==> config.mk <==
export PLATFORM = sky130hd
export DESIGN_NAME = nns_div
export DESIGN_NICKNAME = d
export VERILOG_FILES = /design/src/hw/rtl/nns_pkg.sv /design/src/hw/rtl/nns_div.sv
export SDC_FILE = /design/constraint.sdc
export NUM_CORES = 1
export LEC_CHECK = 0
export BUFFER_PORTS_ARGS = -buffer_cell sky130_fd_sc_hd__buf_2
export CAP_MARGIN = 20
export CORE_MARGIN = 1
export CORE_UTILIZATION = 59
export DETAILED_ROUTE_END_ITERATION = 16
export PLACE_DENSITY = 0.81
export RECOVER_POWER = 25
export SLEW_MARGIN = 20
export SYNTH_ARGS = -nofsm -noshare
export SYNTH_HDL_FRONTEND = slang
export SYNTH_SLANG_ARGS = --single-unit
==> constraint.sdc <==
create_clock -name clock -period 4.8 [get_ports clock]
set_input_delay 0.24 -clock clock [delete_from_list [all_inputs] [get_ports clock]]
set_output_delay 0.24 -clock clock [all_outputs]
set_load 0.01 [all_outputs]
==> src/hw/rtl/nns_pkg.sv <==
// Shared types, constants and helper functions for the nearest-neighbor scaler.
// Depends on nothing; imported by nns_div and nearest_neighbor_scaler.
package nns_pkg;

   localparam int MAX_SRC_DIM = 128;
   localparam int MAX_DST_DIM = 1024;

   // Field and register widths.
   localparam int COORD_W   = 10;
   localparam int PIXEL_W   = 32;
   localparam int SRC_REG_W = 8;
   localparam int DST_REG_W = 11;
   localparam int CSR_W     = 11;
   localparam int CSR_IDX_W = 2;

   // Source coordinate width and frame store address width.
   localparam int SRC_W  = $clog2(MAX_SRC_DIM);
   localparam int ADDR_W = 2 * SRC_W;
   localparam int DEPTH  = MAX_SRC_DIM * MAX_SRC_DIM;

   // Scaled coordinate products: col * src_size with col < dst_size, so the
   // product stays below MAX_DST_DIM * MAX_SRC_DIM.
   localparam int DST_W  = $clog2(MAX_DST_DIM);
   localparam int MUL_W  = COORD_W + SRC_REG_W;
   localparam int PROD_W = DST_W + SRC_W;

   typedef enum logic [CSR_IDX_W-1:0] {
      CFG_SRC_WIDTH  = 2'd0,
      CFG_SRC_HEIGHT = 2'd1,
      CFG_DST_WIDTH  = 2'd2,
      CFG_DST_HEIGHT = 2'd3
   } cfg_index_type;

   // A size of zero acts as one; a size above the maximum acts as the maximum.
   function automatic logic [SRC_REG_W-1:0] clamp_src(input logic [SRC_REG_W-1:0] v);
      logic [SRC_REG_W-1:0] r;
      if (v == '0) begin
         r = SRC_REG_W'(1);
      end else if (v > SRC_REG_W'(MAX_SRC_DIM)) begin
         r = SRC_REG_W'(MAX_SRC_DIM);
      end else begin
         r = v;
      end
      return r;
   endfunction

   function automatic logic [DST_REG_W-1:0] clamp_dst(input logic [DST_REG_W-1:0] v);
      logic [DST_REG_W-1:0] r;
      if (v == '0) begin
         r = DST_REG_W'(1);
      end else if (v > DST_REG_W'(MAX_DST_DIM)) begin
         r = DST_REG_W'(MAX_DST_DIM);
      end else begin
         r = v;
      end
      return r;
   endfunction

endpackage

==> src/hw/rtl/nns_div.sv <==
// Bit-serial restoring divider that produces one quotient bit per cycle.
// Depends on nns_pkg for the operand widths.
module nns_div
   import nns_pkg::*;
(
   input  logic                 clock,
   input  logic                 reset,
   input  logic                 start,
   input  logic [PROD_W-1:0]    dividend,
   input  logic [DST_REG_W-1:0] divisor,
   output logic                 done,
   output logic [SRC_W-1:0]     quotient
);

   localparam int CNT_W = $clog2(SRC_W + 1);

   // The quotient is known to be below MAX_SRC_DIM, so the upper dividend
   // bits already form a partial remainder smaller than the divisor.
   logic [DST_REG_W-1:0] rem_ff, rem_in;
   logic [DST_REG_W-1:0] div_ff, div_in;
   logic [SRC_W-1:0]     dq_ff, dq_in;
   logic [CNT_W-1:0]     cnt_ff, cnt_in;
   logic                 done_ff, done_in;

   logic [DST_REG_W-1:0] trial;
   logic                 fits;

   assign trial = {rem_ff[DST_REG_W-2:0], dq_ff[SRC_W-1]};
   assign fits  = (trial >= div_ff);

   always_comb begin
      rem_in  = rem_ff;
      div_in  = div_ff;
      dq_in   = dq_ff;
      cnt_in  = cnt_ff;
      done_in = 1'b0;
      if (start) begin
         rem_in = DST_REG_W'(dividend[PROD_W-1:SRC_W]);
         dq_in  = dividend[SRC_W-1:0];
         div_in = divisor;
         cnt_in = CNT_W'(SRC_W);
      end else if (cnt_ff != '0) begin
         rem_in  = fits ? (trial - div_ff) : trial;
         dq_in   = {dq_ff[SRC_W-2:0], fits};
         cnt_in  = cnt_ff - CNT_W'(1);
         done_in = (cnt_ff == CNT_W'(1));
      end
   end

   always_ff @(posedge clock) begin
      rem_ff <= rem_in;
      div_ff <= div_in;
      dq_ff  <= dq_in;
      if (reset) begin
         cnt_ff  <= '0;
         done_ff <= 1'b0;
      end else begin
         cnt_ff  <= cnt_in;
         done_ff <= done_in;
      end
   end

   assign done     = done_ff;
   assign quotient = dq_ff;

endmodule
After elaboration in Yosys (flattened, before gate mapping)
Cells that the tools add are included.

Bits in registers: 32. Output and inout port bits: 8.

Eq/ne operators: 1. Reductions and logical operators: 3. Add/sub/neg operators: 2. Muxes and demuxes: 7. Magnitude comparators: 1. Bitwise gates (word level): 1.

Operators by type and width (number): 2-to-1 mux 10 bit (3); 2-to-1 mux 7 bit (2); greater-or-equal comparator 11 bit (1); subtractor 10 bit (1); 2-to-1 mux 3 bit (2); == test 3 x 1 -> 1 bit (second input constant) (1); nonzero test 3 bit (1); OR reduction 3 bit (1); subtractor 3 x 1 -> 3 bit (second input constant) (1); nonzero test 2 bit (1); NOT 1 bit (1).

Logic depth before layout (Yosys ltp)
Gate-level depths: netlist of the first run.

Depth after elaboration: 4. Gate-level depth with buffers: 8. Depth with buffers taken out: 8.

Least setup slack after synthesis of the first run
OpenSTA, ideal clock, no wires.

Path type: register to register. Start point: register dq_ff[6] (netlist: quotient[6]). End point: register rem_ff[6], data pin. Library setup time: 0.274 ns. Cell stages (with the launch flop): 9. Slack: 2.692 ns. Arrival time: 1.834 ns. Required time: 4.526 ns. Path buffers: 0. Cells stage by stage: edfxtp_1 -> inv_1 -> ha_1 -> fa_1 -> nand2b_1 -> a21oi_1 -> mux2i_1 -> a221o_1 -> o311ai_1.

Cells in the longest elaborated chain, start to end: 4. Elaborated cells between the ends (all ways): 5. Those cells by class: add/sub: 1; order compare: 1; mux: 3.

RTL lines: start: declaration (RTL line nns_div.sv:21) `logic [SRC_W-1:0] dq_ff, dq_in;`; start signal: assignment (RTL line nns_div.sv:53) `dq_ff <= dq_in;`; subtractor 10 bit / greater-or-equal comparator 11 bit (equally long branches) (RTL line nns_div.sv:43, nns_div.sv:29); 2-to-1 mux 10 bit * (RTL line nns_div.sv:43) `rem_in = fits ? (trial - div_ff) : trial;`; 2-to-1 mux 10 bit * (RTL line nns_div.sv:42) `end else if (cnt_ff != '0) begin`; 2-to-1 mux 10 bit * (RTL line nns_div.sv:37) `if (start) begin`; via rem_in[6] (RTL line nns_div.sv:19) `logic [DST_REG_W-1:0] rem_ff, rem_in;`; end signal: assignment (RTL line nns_div.sv:51) `rem_ff <= rem_in;`; end: declaration (RTL line nns_div.sv:19).

Mark *: on every way through the listed nets, which the timed path passes. The rest lies on a longest branch. The select of a mux whose other input is x is not followed. A chain may end at the register's enable or synchronous reset.

Worst setup path after layout of the first run
Start point: input start. End point: register rem_ff[7], data pin.

Cells in the longest elaborated chain, start to end: 1.

RTL lines: start: declaration (RTL line nns_div.sv:8) `input logic start,`; 2-to-1 mux 10 bit (RTL line nns_div.sv:37); via rem_in[7] (RTL line nns_div.sv:19).

The timed path passes the listed nets, and every way through them passes these cells.

==> results.yml, run 1 <==
outcome:
  status: "complete, but fails checks"
  violations: "capacitance limit, slew limit"
run:
  maxCapViolations: 1
floorplan:
  die_w_um: 59.41
  ioPinCount: 39
  die_h_um: 59.41
  core_mm2: 0.003078
  dieArea_mm2: 0.003529
  floorplan.rows: 20
  initial_core_util_pct: 63.17
worst_setup_path:
  reg2reg_setup_slack_ns: 2.43
  crit_type: "primary input to register"
  cpPeakStageDelay_ns: 1.17
  rr_worst_depth: 6
  arrival_ns: 2.58
  path_cells: "clkbuf_1, inv_1, o2111ai_1, o311ai_0"
  crit_path_end_kind: "register"
  crit_fanout: 38
  r2r_end: "rem_ff[7]"
  critPathRequiredTime_ns: 4.81
  r2r_start: "rem_ff[7]"
  critPathLaunchType: "primary input"
  critical_path.startpoint: "start"
  cp_slowest_cell: "clkbuf_1"
clocking:
  cts_hold_buf: 0
  cts.clk_slew.worst_paths_ns: 0.10
  clock-root-buffer: "clkbuf_4"
  post_cts_buffers: 0
  numClockSinks: 32
  cts_max_level: 2
  clk_latency_ns: 0.34
  cts_tree: "yes"
  cts_inserted_buffers: 5
  cts.repair.resized: 0
  max-clock-path-buffers: 2
routing:
  wire_per_inst_um: 14.98
  drt_iter0_drc: 87
  drt_first_pass_iters: 4
  postRouteWirelength_mm: 3.939
  viasPerCell: 5.814
  drc: 0
  vias: 1529
  ant_nets: 0
synth:
  synthTopCellsByArea: "edfxtp_1 43%, ha_1 9.0%, dfxtp_1 4.1%"
  synth_ff_type: "edfxtp_1"
  yosys_register_bits: 32
  syn-cell-area_mm2: 0.001944
  synthArstFlopShare_pct: 0
  synth_top_area_share_pct: 43.24
  synth.avg_cell_area_um2: 10.92
  synth_common_cells: "28 x edfxtp_1, 20 x inv_1, 14 x ha_1, 14 x nor2_1, 12 x nand2_1"
  synth_top_area_cell: "edfxtp_1"
  syn_nets: 224
  yosys.cell_count.top_type: "edfxtp_1"
  seq_area_frac_synth_pct: 47.36
  synth_cells: 178
  yosysWarnings: 0
  synth_cell_type_count: 45
  synth_edf_count: 28
sta:
  hold_violations: 0
  worst_slew_margin_rel_pct: -10.37
  rsz0062_at_grt: "false"
  period_share_pct: 53.50
  setup_viol: 0
  finClkSkew_ns: 0.009865
  slew_violations: 39
  fmax_mhz: 389.4
  finalSetupTns_ns: 0
  finalCriticalPeriod_ns: 2.568
  worst_pin_slew_ns: 1.656
grt:
  grt_pass1_vias: 1505
  grt_antenna_before_repair: 0
  grt_pass1_wl_mm: 6.630
  grt_overflow_total: 0
  track_usage_pct: 25.97
  grt_max_degree: 39
finish:
  synthToLayoutAreaGrowth_pct: 15.32
  n_antenna_cell: 0
  fillerInstances: 251
  drive_above_1_share_pct: 26.03
  fin_nets: 264
min_path:
  min_path_type: "primary input to register"
  holdPathStages: 1
  whs_endpoint: "div_ff[3]"
  hold_start: "divisor[3]"
power_and_ir_drop:
  power_density_mw_per_mm2: 500.0
  total_power_uw: 1121
  p_leak_uw: 0.0009571
  seqPwrFrac_pct: 36.9
  p_int_uw: 700.5
  peakVddDrop_mv: 0.3068
  comb_power_share_pct: 45.2
  switchingPower_uw: 420.5
  power_frac_clock_pct: 18.0
  switching_share_pct: 37.51
placement:
  place_congestion: 0.8863
  hpwl_mm: 2.944
  port_buffers: 38
[power by group through the flow]
stage / clock (uW) / sequential [uW] / combinational (uW)
after floorplan: 0 / 416 / 379
after global placement: 0 / 416 / 475
after detailed placement: 0 / 419 / 496
after CTS: 204 / 413 / 500
after global routing: 216 / 421 / 558
final: 201 / 414 / 506
[logic make-up after synthesis]
group | count (synthesis) | synth area share (%)
compound gates | 40 | 16.35
xor+xnor | 6 | 2.703
fa+ha+maj | 15 | 10.04
buf+inv | 25 | 5.019
flops | 32 | 47.36
mux | 9 | 5.084
simple gates | 51 | 13.45
[placed cells by master (no fill, tap or decap), types with 3 or more instances in the layout]
master,count
dfxtp_1,4
nand2b_1,4
buf_2,37
nor2_1,14
ha_1,14
a21oi_1,8
o311ai_0,4
a311oi_1,3
mux2_2,7
nand2_1,12
edfxtp_1,28
clkbuf_4,5
nand4_1,6
xnor2_1,4
inv_1,20
[sequential cells by signal (all words and copies together) (netlist names)]
| name | count |
|---|---|
| cnt_ff | 3 |
| div_ff | 11 |
| done | 1 |
| quotient | 7 |
| rem_ff | 10 |
[area by class of cell]
type / count / area, um^2 / share of cell area [%]
Tap cell: 44 / 55.05 / 2.455
Multi-Input combinational cell: 121 / 925.9 / 41.29
Clock inverter: 2 / 35.03 / 1.563
Inverter: 20 / 75.07 / 3.348
Sequential cell: 32 / 920.9 / 41.07
Timing Repair Buffer: 38 / 188.9 / 8.426
Clock buffer: 6 / 41.29 / 1.842
[how the worst max path moves through the flow]
stage	slack, ns	endpoint
after detailed placement	2.49	rem_ff[7]
after global placement	2.55	rem_ff[6]
after floorplan	2.69	rem_ff[6]
after global routing	1.97	rem_ff[8]
after CTS	2.47	rem_ff[7]
final	2.23	rem_ff[7]
[metal layers]
metal	up-vias	share of wire [%]	GRT usage, %
li1	754	-	-
met4	0	1.6	10.20
met1	718	43	32.29
met5	-	0	0
met3	9	5.3	7.860
met2	48	50	42.22
[critical path: cells and delay by family]
kind / cells / cell delay (ns)
AO/OA/AOI/OAI: 2 / 0.50
buffers and inverters: 2 / 1.82
[per-stage QoR]
stage / worst slack [ns] / cell area [um^2] / hold WS, ns / util, % / std cells
global placement: 2.546 / 2167 / 0.4169 / 70.41 / 255
floorplan: 2.692 / 1944 / 0.3091 / - / 178
finish: 2.232 / 2242 / 0.07017 / 72.85 / 263
CTS: 2.472 / 2243 / 0.06551 / 72.89 / 263
global route: 1.970 / 2242 / 0.04581 / 72.85 / 263
detailed placement: 2.495 / 2167 / 0.4184 / 70.41 / 255
Power figures use the tool's default switching activity.
==> run 2, diff against run 1 <==
--- a/config.mk
+++ b/config.mk
@@ -8,9 +8,9 @@
 export BUFFER_PORTS_ARGS = -buffer_cell sky130_fd_sc_hd__buf_2
 export CAP_MARGIN = 20
 export CORE_MARGIN = 1
-export CORE_UTILIZATION = 59
+export CORE_UTILIZATION = 55
 export DETAILED_ROUTE_END_ITERATION = 16
-export PLACE_DENSITY = 0.81
+export PLACE_DENSITY = 0.76
 export RECOVER_POWER = 25
 export SLEW_MARGIN = 20
 export SYNTH_ARGS = -nofsm -noshare
==> constraint.sdc (replaced) <==
create_clock -name clock -period 2.5 [get_ports clock]
set_input_delay 0.125 -clock clock [delete_from_list [all_inputs] [get_ports clock]]
set_output_delay 0.125 -clock clock [all_outputs]
set_load 0.01 [all_outputs]
==> run 2 against run 1 <==
The run now ends clean. Utilization decreased by 1.8 points. First-iteration DRC count decreased by 24%. Global-route usage about the same. Sequential share of layout area decreased by 2.6 points. Register-to-register slack got worse by 2.3 ns. Combinational power increased by 100%.
==> results.yml, run 2 (same netlist as run 1, synthesis figures left out) <==
finish:
  synthToLayoutAreaGrowth_pct: 22.97
  layout_common_cells: "37 x buf_2, 28 x edfxtp_1, 20 x inv_1, 14 x nor2_1, 14 x ha_1"
  n_antenna_cell: 0
  fin_nets: 279
  seq_area_um2: 920.9
  drive_above_1_share_pct: 26.07
  largest_register_ffs: 11
  multiInputGateArea_um2: 929.6
  fillerInstances: 257
  largest-register: "div_ff"
  final_common_cell: "buf_2"
sta:
  worst_pin_slew_ns: 0.8750
  period_share_pct: 95.26
  finalCriticalPeriod_ns: 2.382
  fin_hold_ws_ns: 0.07701
  setup_viol: 0
  fmax_mhz: 419.9
  slew_violations: 0
  finalSetupTns_ns: 0
  worst_slew_margin_rel_pct: 41.53
  hold_violations: 0
  finClkSkew_ns: 0.01206
  rsz0062_at_grt: "false"
power_and_ir_drop:
  power_density_mw_per_mm2: 923.7
  peakVddDrop_mv: 0.5248
  p_leak_uw: 0.001022
grt:
  grt_overflow_total: 0
  grt_pass1_wl_mm: 6.920
  grt_pass1_vias: 1557
  track_usage_pct: 26.00
  grt_max_degree: 35
  grt_antenna_before_repair: 0
clocking:
  cts.clk_slew.worst_paths_ns: 0.10
  max-clock-path-buffers: 2
  clock-root-buffer: "clkbuf_4"
  clk_latency_ns: 0.34
  cts_inserted_buffers: 5
  cts_tree: "yes"
  cts_max_level: 2
  numClockSinks: 32
routing:
  wire_per_inst_um: 15.51
  drc: 0
  vias: 1574
  drt_first_pass_iters: 5
  postRouteWirelength_mm: 4.343
  drt_iter0_drc: 66
  viasPerCell: 5.621
  ant_nets: 0
floorplan:
  core_mm2: 0.003363
  initial_core_util_pct: 57.81
  dieArea_mm2: 0.003777
  ioPinCount: 39
  die_h_um: 61.46
  die_w_um: 61.46
  floorplan.rows: 21
placement:
  port_buffers: 38
  hpwl_mm: 3.017
  place_congestion: 0.9398
worst_setup_path:
  critPathLaunchType: "register"
  crit_type: "register to register"
  reg2reg_setup_slack_ns: 0.12
  crit_fanout: 8
  arrival_ns: 2.51
  cp_top_family: "compound AO/OA/AOI/OAI gates"
  cpPeakStageDelay_ns: 0.43
  crit_path_end_kind: "register"
  critPathRequiredTime_ns: 2.63
  cp_slowest_cell: "edfxtp_1"
  critPathBufInv: 0
  path_cells: "ha_1, o211ai_1, a21o_1, a211o_1, nand2_1, o311ai_1"
min_path:
  min_path_type: "primary input to register"
outcome:
  status: "finished clean"
run:
  maxCapViolations: 0
-- run 2: final cells by class --
class                           count  share of cell area, %
Clock inverter                      2                  1.465
Sequential cell                    32                  38.51
Inverter                           20                  3.140
Timing Repair Buffer               53                  13.87
Multi-Input combinational cell    121                  38.88
Clock buffer                        6                  1.727
Tap cell                           46                  2.407
-- run 2: metrics by stage --
| step | instances | setup WS [ns] | utilization, % | area [um^2] | power, uW |
|---|---|---|---|---|---|
| after detailed placement | 258 | 0.02919 | 64.73 | 2177 | 1759 |
| final | 280 | 0.1184 | 71.09 | 2391 | 2209 |
| after floorplan | 178 | 0.3917 | - | 1944 | 1526 |
| after global routing | 280 | 0.005511 | 71.09 | 2391 | 2347 |
| after global placement | 258 | 0.08456 | 64.73 | 2177 | 1727 |
| after CTS | 278 | 0.003746 | 70.57 | 2374 | 2177 |
-- run 2: path summary, 6_finish.rpt --
kind	startpoint	endpoint	cells past startpoint
hold reg to reg	cnt_ff[1]	cnt_ff[1]	2
setup reg to reg	rem_ff[1]	rem_ff[6]	6
setup / recovery	rem_ff[1]	rem_ff[6]	6
hold / removal	dividend[5]	quotient[5]	2
-- run 2: repair_timing --
item,4_1_cts,5_1_grt
hold buffers,12,0
endpoints found under the hold margin,14,0
buffers inserted,0,2
resized for setup,0,1
setup endpoints to repair,0,4
-- run 2: power by group --
part	leakage [uW]	switching [uW]	internal, uW
combinational	0.000660	577	439
clock	0.0000422	187	209
sequential	0.000320	66.2	730
-- run 2: worst register-to-register path: cells and delay by family, from the launching register on --
kind / cells / cell delay, ns
DFF: 1 / 0.43
adders and majority gates: 1 / 0.38
and+or+nand+nor: 1 / 0.21
AOI/OAI and AO/OA: 4 / 1.14
-- run 2: layer usage --
metal | track usage, % | up-vias | share of wire (%)
met2 | 45.19 | 48 | 51
li1 | - | 780 | -
met1 | 31.91 | 741 | 42
met4 | 10.79 | 0 | 1.2
met3 | 4.622 | 5 | 5.4
met5 | 0 | - | 0
